## src/hw/rtl/hhm_pkg.sv

```systemverilog
// Shared types and constants of the heartbeat health monitor.
package hhm_pkg;

    localparam int SVC_W = 4;
    localparam int SEQ_W = 32;
    localparam int MAX_SLOTS = 16;

    localparam logic [2:0] HL_OK         = 3'd0;
    localparam logic [2:0] HL_DEGRADED   = 3'd1;
    localparam logic [2:0] HL_UNHEALTHY  = 3'd2;
    localparam logic [2:0] HL_FAILED     = 3'd3;
    localparam logic [2:0] HL_RECOVERING = 3'd4;

    localparam logic [1:0] FLT_NONE  = 2'd0;
    localparam logic [1:0] FLT_DEATH = 2'd1;
    localparam logic [1:0] FLT_BEAT  = 2'd2;

    localparam logic       REQ_EVAL  = 1'b0;
    localparam logic       REQ_SUPER = 1'b1;

    localparam logic [2:0] HIST_MASK      = 3'h7;
    localparam logic [1:0] MISS_LIMIT     = 2'd3;
    localparam logic [1:0] HITS_UNHEALTHY = 2'd2;

    typedef enum logic [1:0] {
        K_RANGE = 2'd0,   // slot beyond the table
        K_IDLE  = 2'd1,   // report only: inactive slot or rejected supervisor value
        K_SUPER = 2'd2,   // supervisor writes health
        K_EVAL  = 2'd3    // full evaluation
    } t_kind;

    typedef struct packed {
        logic             req_type;
        logic [SVC_W-1:0] service;
        logic             active;
        logic             process_alive;
        logic [SEQ_W-1:0] sequence_req;
        logic             period_elapsed;
        logic [2:0]       new_health;
    } t_req;

    typedef struct packed {
        logic [SVC_W-1:0] service_out;
        logic [2:0]       health;
        logic [1:0]       fault;
        logic             heartbeat_good;
        logic             service_good;
        logic             kill_request;
        logic             state_changed;
        logic             value_invalid;
    } t_rsp;

    typedef struct packed {
        t_kind            kind;
        logic [SVC_W-1:0] service;
        logic             alive;
        logic [SEQ_W-1:0] seq;
        logic             elapsed;
        logic [2:0]       new_health;
    } t_work;

    typedef struct packed {
        logic  valid;
        t_work item;
    } t_work_lnk;

endpackage

```

## src/hw/rtl/hhm_stream_if.sv

```systemverilog
// Valid/ready channel carrying one payload of type T.
interface hhm_stream_if #(parameter type T = logic);
    logic valid;
    logic ready;
    T     data;

    modport source (output valid, output data, input ready);
    modport sink   (input valid, input data, output ready);
endinterface

```

## src/hw/rtl/hhm_back.sv

```systemverilog
// Back end: service table update and registered result.
module hhm_back import hhm_pkg::*; #(
    parameter int DEPTH = 16,
    parameter int IW    = 4
) (
    input  logic       i_clk,
    input  logic       i_rst_n,
    input  t_work_lnk  i_lnk,
    output logic       o_pop,
    hhm_stream_if.source o_rsp
);

    logic [SEQ_W-1:0] r_last  [DEPTH];
    logic             r_trk   [DEPTH];
    logic [2:0]       r_hist  [DEPTH];
    logic [1:0]       r_run   [DEPTH];
    logic [2:0]       r_hlth  [DEPTH];
    logic [1:0]       r_flt   [DEPTH];
    logic             r_bg    [DEPTH];
    logic             r_us    [DEPTH];

    logic             r_valid;
    t_rsp             r_out;
    t_rsp             n_out;

    t_work            w;
    logic [IW-1:0]    idx;
    logic [2:0]       old_h;
    logic [2:0]       new_h;
    logic [1:0]       new_f;
    logic             new_bg;
    logic             new_us;
    logic [2:0]       new_hist;
    logic [1:0]       new_run;
    logic             new_trk;
    logic             wr_seq;
    logic             miss;
    logic [1:0]       hits;
    logic             kill;
    logic             inval;
    logic [2:0]       shifted;

    assign w     = i_lnk.item;
    assign idx   = w.service[IW-1:0];
    assign o_pop = i_lnk.valid && (!r_valid || o_rsp.ready);
    assign old_h = r_hlth[idx];

    assign miss    = (w.seq == r_last[idx]);
    assign shifted = {r_hist[idx][1:0], miss} & HIST_MASK;
    assign hits    = 2'(shifted[0]) + 2'(shifted[1]) + 2'(shifted[2]);

    always_comb begin
        new_h    = old_h;
        new_f    = r_flt[idx];
        new_bg   = r_bg[idx];
        new_us   = r_us[idx];
        new_hist = r_hist[idx];
        new_run  = r_run[idx];
        new_trk  = r_trk[idx];
        wr_seq   = 1'b0;
        kill     = 1'b0;
        inval    = 1'b0;
        case (w.kind)
            K_SUPER: begin
                new_h = w.new_health;
            end
            K_EVAL: begin
                if (!w.alive && old_h != HL_FAILED && old_h != HL_RECOVERING) begin
                    new_h  = HL_FAILED;
                    new_f  = FLT_DEATH;
                    new_bg = 1'b0;
                    new_us = 1'b0;
                end else if (!r_trk[idx]) begin
                    // first item: latch sequence only
                    wr_seq  = 1'b1;
                    new_trk = 1'b1;
                end else if (w.elapsed && old_h != HL_FAILED) begin
                    new_hist = shifted;
                    if (miss) begin
                        new_run = (r_run[idx] == MISS_LIMIT) ? MISS_LIMIT
                                                             : r_run[idx] + 2'd1;
                    end else begin
                        new_run = 2'd0;
                        wr_seq  = 1'b1;
                    end
                    if (new_run == MISS_LIMIT) begin
                        new_h  = HL_FAILED;
                        new_f  = FLT_BEAT;
                        new_bg = 1'b0;
                        new_us = 1'b0;
                        inval  = 1'b1;
                        kill   = 1'b1;
                    end else if (hits >= HITS_UNHEALTHY) begin
                        new_h  = HL_UNHEALTHY;
                        new_bg = 1'b0;
                        new_us = 1'b0;
                        inval  = 1'b1;
                    end else if (hits == 2'd1) begin
                        new_h  = HL_DEGRADED;
                        new_bg = 1'b1;
                        new_us = 1'b1;
                    end else if (old_h != HL_RECOVERING) begin
                        new_h  = HL_OK;
                        new_bg = 1'b1;
                        new_us = 1'b1;
                    end
                end
            end
            default: begin
            end
        endcase
    end

    always_comb begin
        n_out.service_out = w.service;
        if (w.kind == K_RANGE) begin
            n_out.health         = HL_OK;
            n_out.fault          = FLT_NONE;
            n_out.heartbeat_good = 1'b0;
            n_out.service_good   = 1'b0;
            n_out.kill_request   = 1'b0;
            n_out.state_changed  = 1'b0;
            n_out.value_invalid  = 1'b0;
        end else begin
            n_out.health         = new_h;
            n_out.fault          = new_f;
            n_out.heartbeat_good = new_bg;
            n_out.service_good   = new_us;
            n_out.kill_request   = kill;
            n_out.state_changed  = (new_h != old_h);
            n_out.value_invalid  = inval;
        end
    end

    always_ff @(posedge i_clk) begin
        if (!i_rst_n) begin
            r_valid <= 1'b0;
            for (int k = 0; k < DEPTH; k++) begin
                r_trk[k]  <= 1'b0;
                r_hist[k] <= 3'd0;
                r_run[k]  <= 2'd0;
                r_hlth[k] <= HL_OK;
                r_flt[k]  <= FLT_NONE;
                r_bg[k]   <= 1'b1;
                r_us[k]   <= 1'b1;
            end
        end else begin
            if (o_pop) begin
                r_valid <= 1'b1;
            end else if (o_rsp.ready) begin
                r_valid <= 1'b0;
            end
            if (o_pop && w.kind != K_RANGE) begin
                r_trk[idx]  <= new_trk;
                r_hist[idx] <= new_hist;
                r_run[idx]  <= new_run;
                r_hlth[idx] <= new_h;
                r_flt[idx]  <= new_f;
                r_bg[idx]   <= new_bg;
                r_us[idx]   <= new_us;
            end
        end
    end

    // sequence is always latched before first compare, so it needs no reset
    always_ff @(posedge i_clk) begin
        if (o_pop && w.kind != K_RANGE && wr_seq) begin
            r_last[idx] <= w.seq;
        end
        if (o_pop) begin
            r_out <= n_out;
        end
    end

    assign o_rsp.valid = r_valid;
    assign o_rsp.data  = r_out;

`ifndef NO_ASSERTIONS
    a_kill_failed: assert property (@(posedge i_clk) disable iff (!i_rst_n)
        (r_valid && r_out.kill_request) |-> (r_out.health == HL_FAILED &&
                                              r_out.fault == FLT_BEAT))
        else $error("kill request without heartbeat failure");
    a_inval_flags: assert property (@(posedge i_clk) disable iff (!i_rst_n)
        (r_valid && r_out.value_invalid) |-> (!r_out.service_good &&
                                               !r_out.heartbeat_good))
        else $error("invalid value with good flags");
    a_pop_loads: assert property (@(posedge i_clk) disable iff (!i_rst_n)
        o_pop |=> r_valid)
        else $error("popped request produced no result");
`endif

endmodule

```

## src/flat_wrapper.sv

```systemverilog
// flat-port wrapper written by rule: the top's interface ports become plain ports
module hhm_back_flat import hhm_pkg::*;
#(
    parameter int DEPTH = 16,
    parameter int IW    = 4
)
  (i_clk, i_rst_n, i_lnk, o_pop, o_rsp_valid, o_rsp_data, o_rsp_ready);
  hhm_stream_if o_rsp_i ();
  input  logic i_clk;
  input  logic i_rst_n;
  input  t_work_lnk i_lnk;
  output logic o_pop;
  output wire logic [$bits(o_rsp_i.valid)-1:0] o_rsp_valid;
  output wire logic [$bits(o_rsp_i.data)-1:0] o_rsp_data;
  input wire logic [$bits(o_rsp_i.ready)-1:0] o_rsp_ready;
  assign o_rsp_valid = o_rsp_i.valid;
  assign o_rsp_data = o_rsp_i.data;
  assign o_rsp_i.ready = o_rsp_ready;
  hhm_back #(.DEPTH(DEPTH), .IW(IW)) u_core (.i_clk(i_clk), .i_rst_n(i_rst_n), .i_lnk(i_lnk), .o_pop(o_pop), .o_rsp(o_rsp_i));
endmodule
```

## config.mk

```make
export PLATFORM = sky130hd
export DESIGN_NAME = hhm_back_flat
export DESIGN_NICKNAME = d
export VERILOG_FILES = /design/src/hw/rtl/hhm_pkg.sv /design/src/hw/rtl/hhm_stream_if.sv /design/src/hw/rtl/hhm_back.sv /design/src/flat_wrapper.sv
export SDC_FILE = /design/constraint.sdc
export NUM_CORES = 1
export LEC_CHECK = 0
export ABC_AREA = 1
export BUFFER_PORTS_ARGS = -buffer_cell sky130_fd_sc_hd__buf_2
export CAP_MARGIN = 20
export CORE_ASPECT_RATIO = 0.6
export CORE_MARGIN = 2
export CORE_UTILIZATION = 45
export CTS_CLUSTER_DIAMETER = 80
export DETAILED_ROUTE_END_ITERATION = 10
export PLACE_DENSITY = 0.61
export SKIP_CTS_REPAIR_TIMING = 1
export SLEW_MARGIN = 20
export SYNTH_ARGS = -nofsm -noshare
export SYNTH_HDL_FRONTEND = slang
export SYNTH_SLANG_ARGS = --single-unit
```

## constraint.sdc

```tcl
create_clock -name i_clk -period 5.4 [get_ports i_clk]
set_input_delay 0.27 -clock i_clk [delete_from_list [all_inputs] [get_ports i_clk]]
set_output_delay 0.27 -clock i_clk [all_outputs]
set_load 0.1 [all_outputs]
```

==> impl_metrics.ini <==
[clocking]
cts_max_path_buffers = 3
path_clk_slew_ns = 0.07
clock-sinks = 642
root_buffer = clkbuf_16
htree_levels = 2
clk_latency_ns = 0.61
cts_made_buffers = 58
tritoncts = built

[global_route]
grt_pass1_wl_mm = 106
grt_max_degree = 114
grt-ovfl-total = 0
grt_pass1_vias = 17400
grtUsageTotal = 0.224
grt_antenna_before_repair = 5

[setup_path]
endpoint_kind = flip-flop
cp.arrival_ns = 4.30
path_max_fanout = 32
worstRegToRegCells = 22
startpoint_type = input pin
critPathRequiredTime_ns = 5.63
timing_worst_setup_path_type = in2reg

[power]
p_comb_frac = 0.067
power_uw = 10300
switching_power_uw = 2340
power_density_mw_per_mm2 = 340
clock_power_share = 0.397
p_seq_frac = 0.535
p_sw_frac = 0.227
p_int_uw = 7960
ir_worst_vdd_v = 0.000274
power_leakage_uw = 0.0118

[placement]
port_buffers = 49
gp_congestion = 0.901
pre_cts_ws_ns = 0.915
dp_hpwl_mm = 38.6

[layout]
nets = 2645
drive_gt1_frac = 0.0862
utilization = 0.510
areaGrowthSynthToFinish_pct = 11.9

[route]
drt_iter0_markers = 2236
via_per_inst = 5.37
post_drt_wl_per_cell_um = 20.4
drc_errors = 0
vias = 18400
routed_wl_mm = 69.8
drtAntennaViolNets = 0
drtPass1Iterations = 6

[sta]
min_period_ns = 4.07
worst_slack_ns = 1.33
rsz0062_at_grt = false
setup_viol = 0
setup_tns_ns = 0
hold_slack_ns = 0.0178
finalCritPeriodShare = 0.753
worstMarginPinSlew_ns = 1.15
clock_skew_ns = 0.0150
max_freq_mhz = 246
relSlewSlack = 0.234
hold_viol_final = 0
drv_slew = 0

[yosys]
yosysUniqueCellTypes = 29
synth_fp_nets = 2607
netlist_instances = 2559
seq_area_frac_synth = 0.707
avgSynthCellArea_um2 = 10.6
yosys_warnings = 0
syn_area_mm2 = 0.0270
ys_seq_elements = 642

[die]
die_w_um = 320
start_util = 0.456
die_area_mm2 = 0.0621
rows = 69
io_pins = 50
die_h_um = 194
core_mm2 = 0.0593

[flow_run]
cap_violations = 0

[run_status]
status = complete, no violations

[hold_path]
hold_path_depth = 3
min_path_type = in2reg
[cells in the mapped netlist, drive strengths merged]
cell    number  area (um^2)
o211ai       1         12.5
nor2       156          593
a22oi       66          495
nand4       10         62.6
a21o         1         7.51
buf         76          370
inv         57          214
or2          1         6.26
nand3       90          450
nand2     1276         4800
edfxtp     625        18800
clkinv       2         7.51
clkbuf      47          176
a211oi       1         7.51
a21oi       54          308
dfxtp       17          340
fa           1         20.0
o21ai       50          262
nor4         1         6.26
nor3        27          135
[worst max-delay path, stage by stage]
cell and delay [ns]:
buf_6 0.18, nand2_2 0.19, clkinv_2 0.48, buf_4 0.46
a22oi_1 0.38, a21oi_1 0.11, nor2_1 0.29, nand3_1 0.22
nand3_1 0.15, nand2_1 0.14, inv_2 0.09, nand2_1 0.05
a21o_1 0.42, nor3_2 0.22, buf_4 0.57
[state kept, by name, summed over array words and instances, names as in the netlist]
name                count
u_core.r_last         512
u_core.r_hlth          48
u_core.r_hist          32
u_core.r_run           32
u_core.r_trk           16
u_core.o_rsp.data       1
u_core.o_rsp.valid      1
[power groups by stage]
stage	Combinational (uW)	Clock, uW	Sequential [uW]
finish	694	4090	5510
global route	769	4340	5520
CTS	688	4150	5510
detailed placement	686	0	5620
global placement	674	0	5620
floorplan	407	0	5630
[path summary, 6_finish.rpt]
path | from | endpoint | slack [ns]
setup / recovery | i_lnk[37] | u_core.r_last[4][28] | 1.33
hold / removal | i_lnk[43] | u_core.o_rsp.valid | 0.02
setup reg to reg | u_core.r_last[9][2] | u_core.r_hlth[13][0] | 1.95
hold reg to reg | u_core.o_rsp.valid | u_core.o_rsp.valid | 0.49
[cell usage in the layout, fill, tap and decap left out, drive strengths merged]
cell and count:
clkinvlp 2, clkbuf 73, a21oi 54, clkinv 28
dlygate4sd3 1, edfxtp 625, nand3 90, nor2 156
fa 1, a22oi 66, diode 1, or2 1
a21o 1, nor4 1, o21ai 50, nor3 27
bufinv 5, nand2 1276, dfxtp 17, o211ai 1
nand4 10, buf 100, inv 58, a211oi 1
[layout make-up]
cell class	instances	area, um^2
inverters	59	230
clock buffers	73	1570
clock inverters	34	288
repair buffers	101	797
flip-flops and latches	642	19100
well taps	781	977
fillers	5199	29000
diodes	1	2.50
multi-input cells	1735	7300
[metrics by stage]
stage,cells,cell area (um^2)
global placement,3317,28400
global route,3426,30300
floorplan,2559,27000
detailed placement,3317,28400
CTS,3424,30300
finish,3426,30300
[routing by layer]
metal  part of all wire  routed length [um]  vias to the layer above  GRT usage
li1                   -                   -                     8675          -
met3              0.088                6170                       96     0.0440
met5            0.00047                  33                        -          0
met4              0.015                1050                        6     0.0412
met1               0.47               32700                     8869      0.349
met2               0.43               29800                      747      0.328
[logic make-up (layout without fill, tap and decap cells)]
kind of cell               Yosys count  in the layout  synth area share
buffers and inverters              182            267            0.0284
AOI/OAI and AO/OA                  173            173            0.0404
adders and majority gates            1              1          0.000740
DFF                                642            642             0.707
other                                0              1                 0
and+or+nand+nor                   1561           1561             0.224
Note: power is estimated with default switching activity, not from simulation.
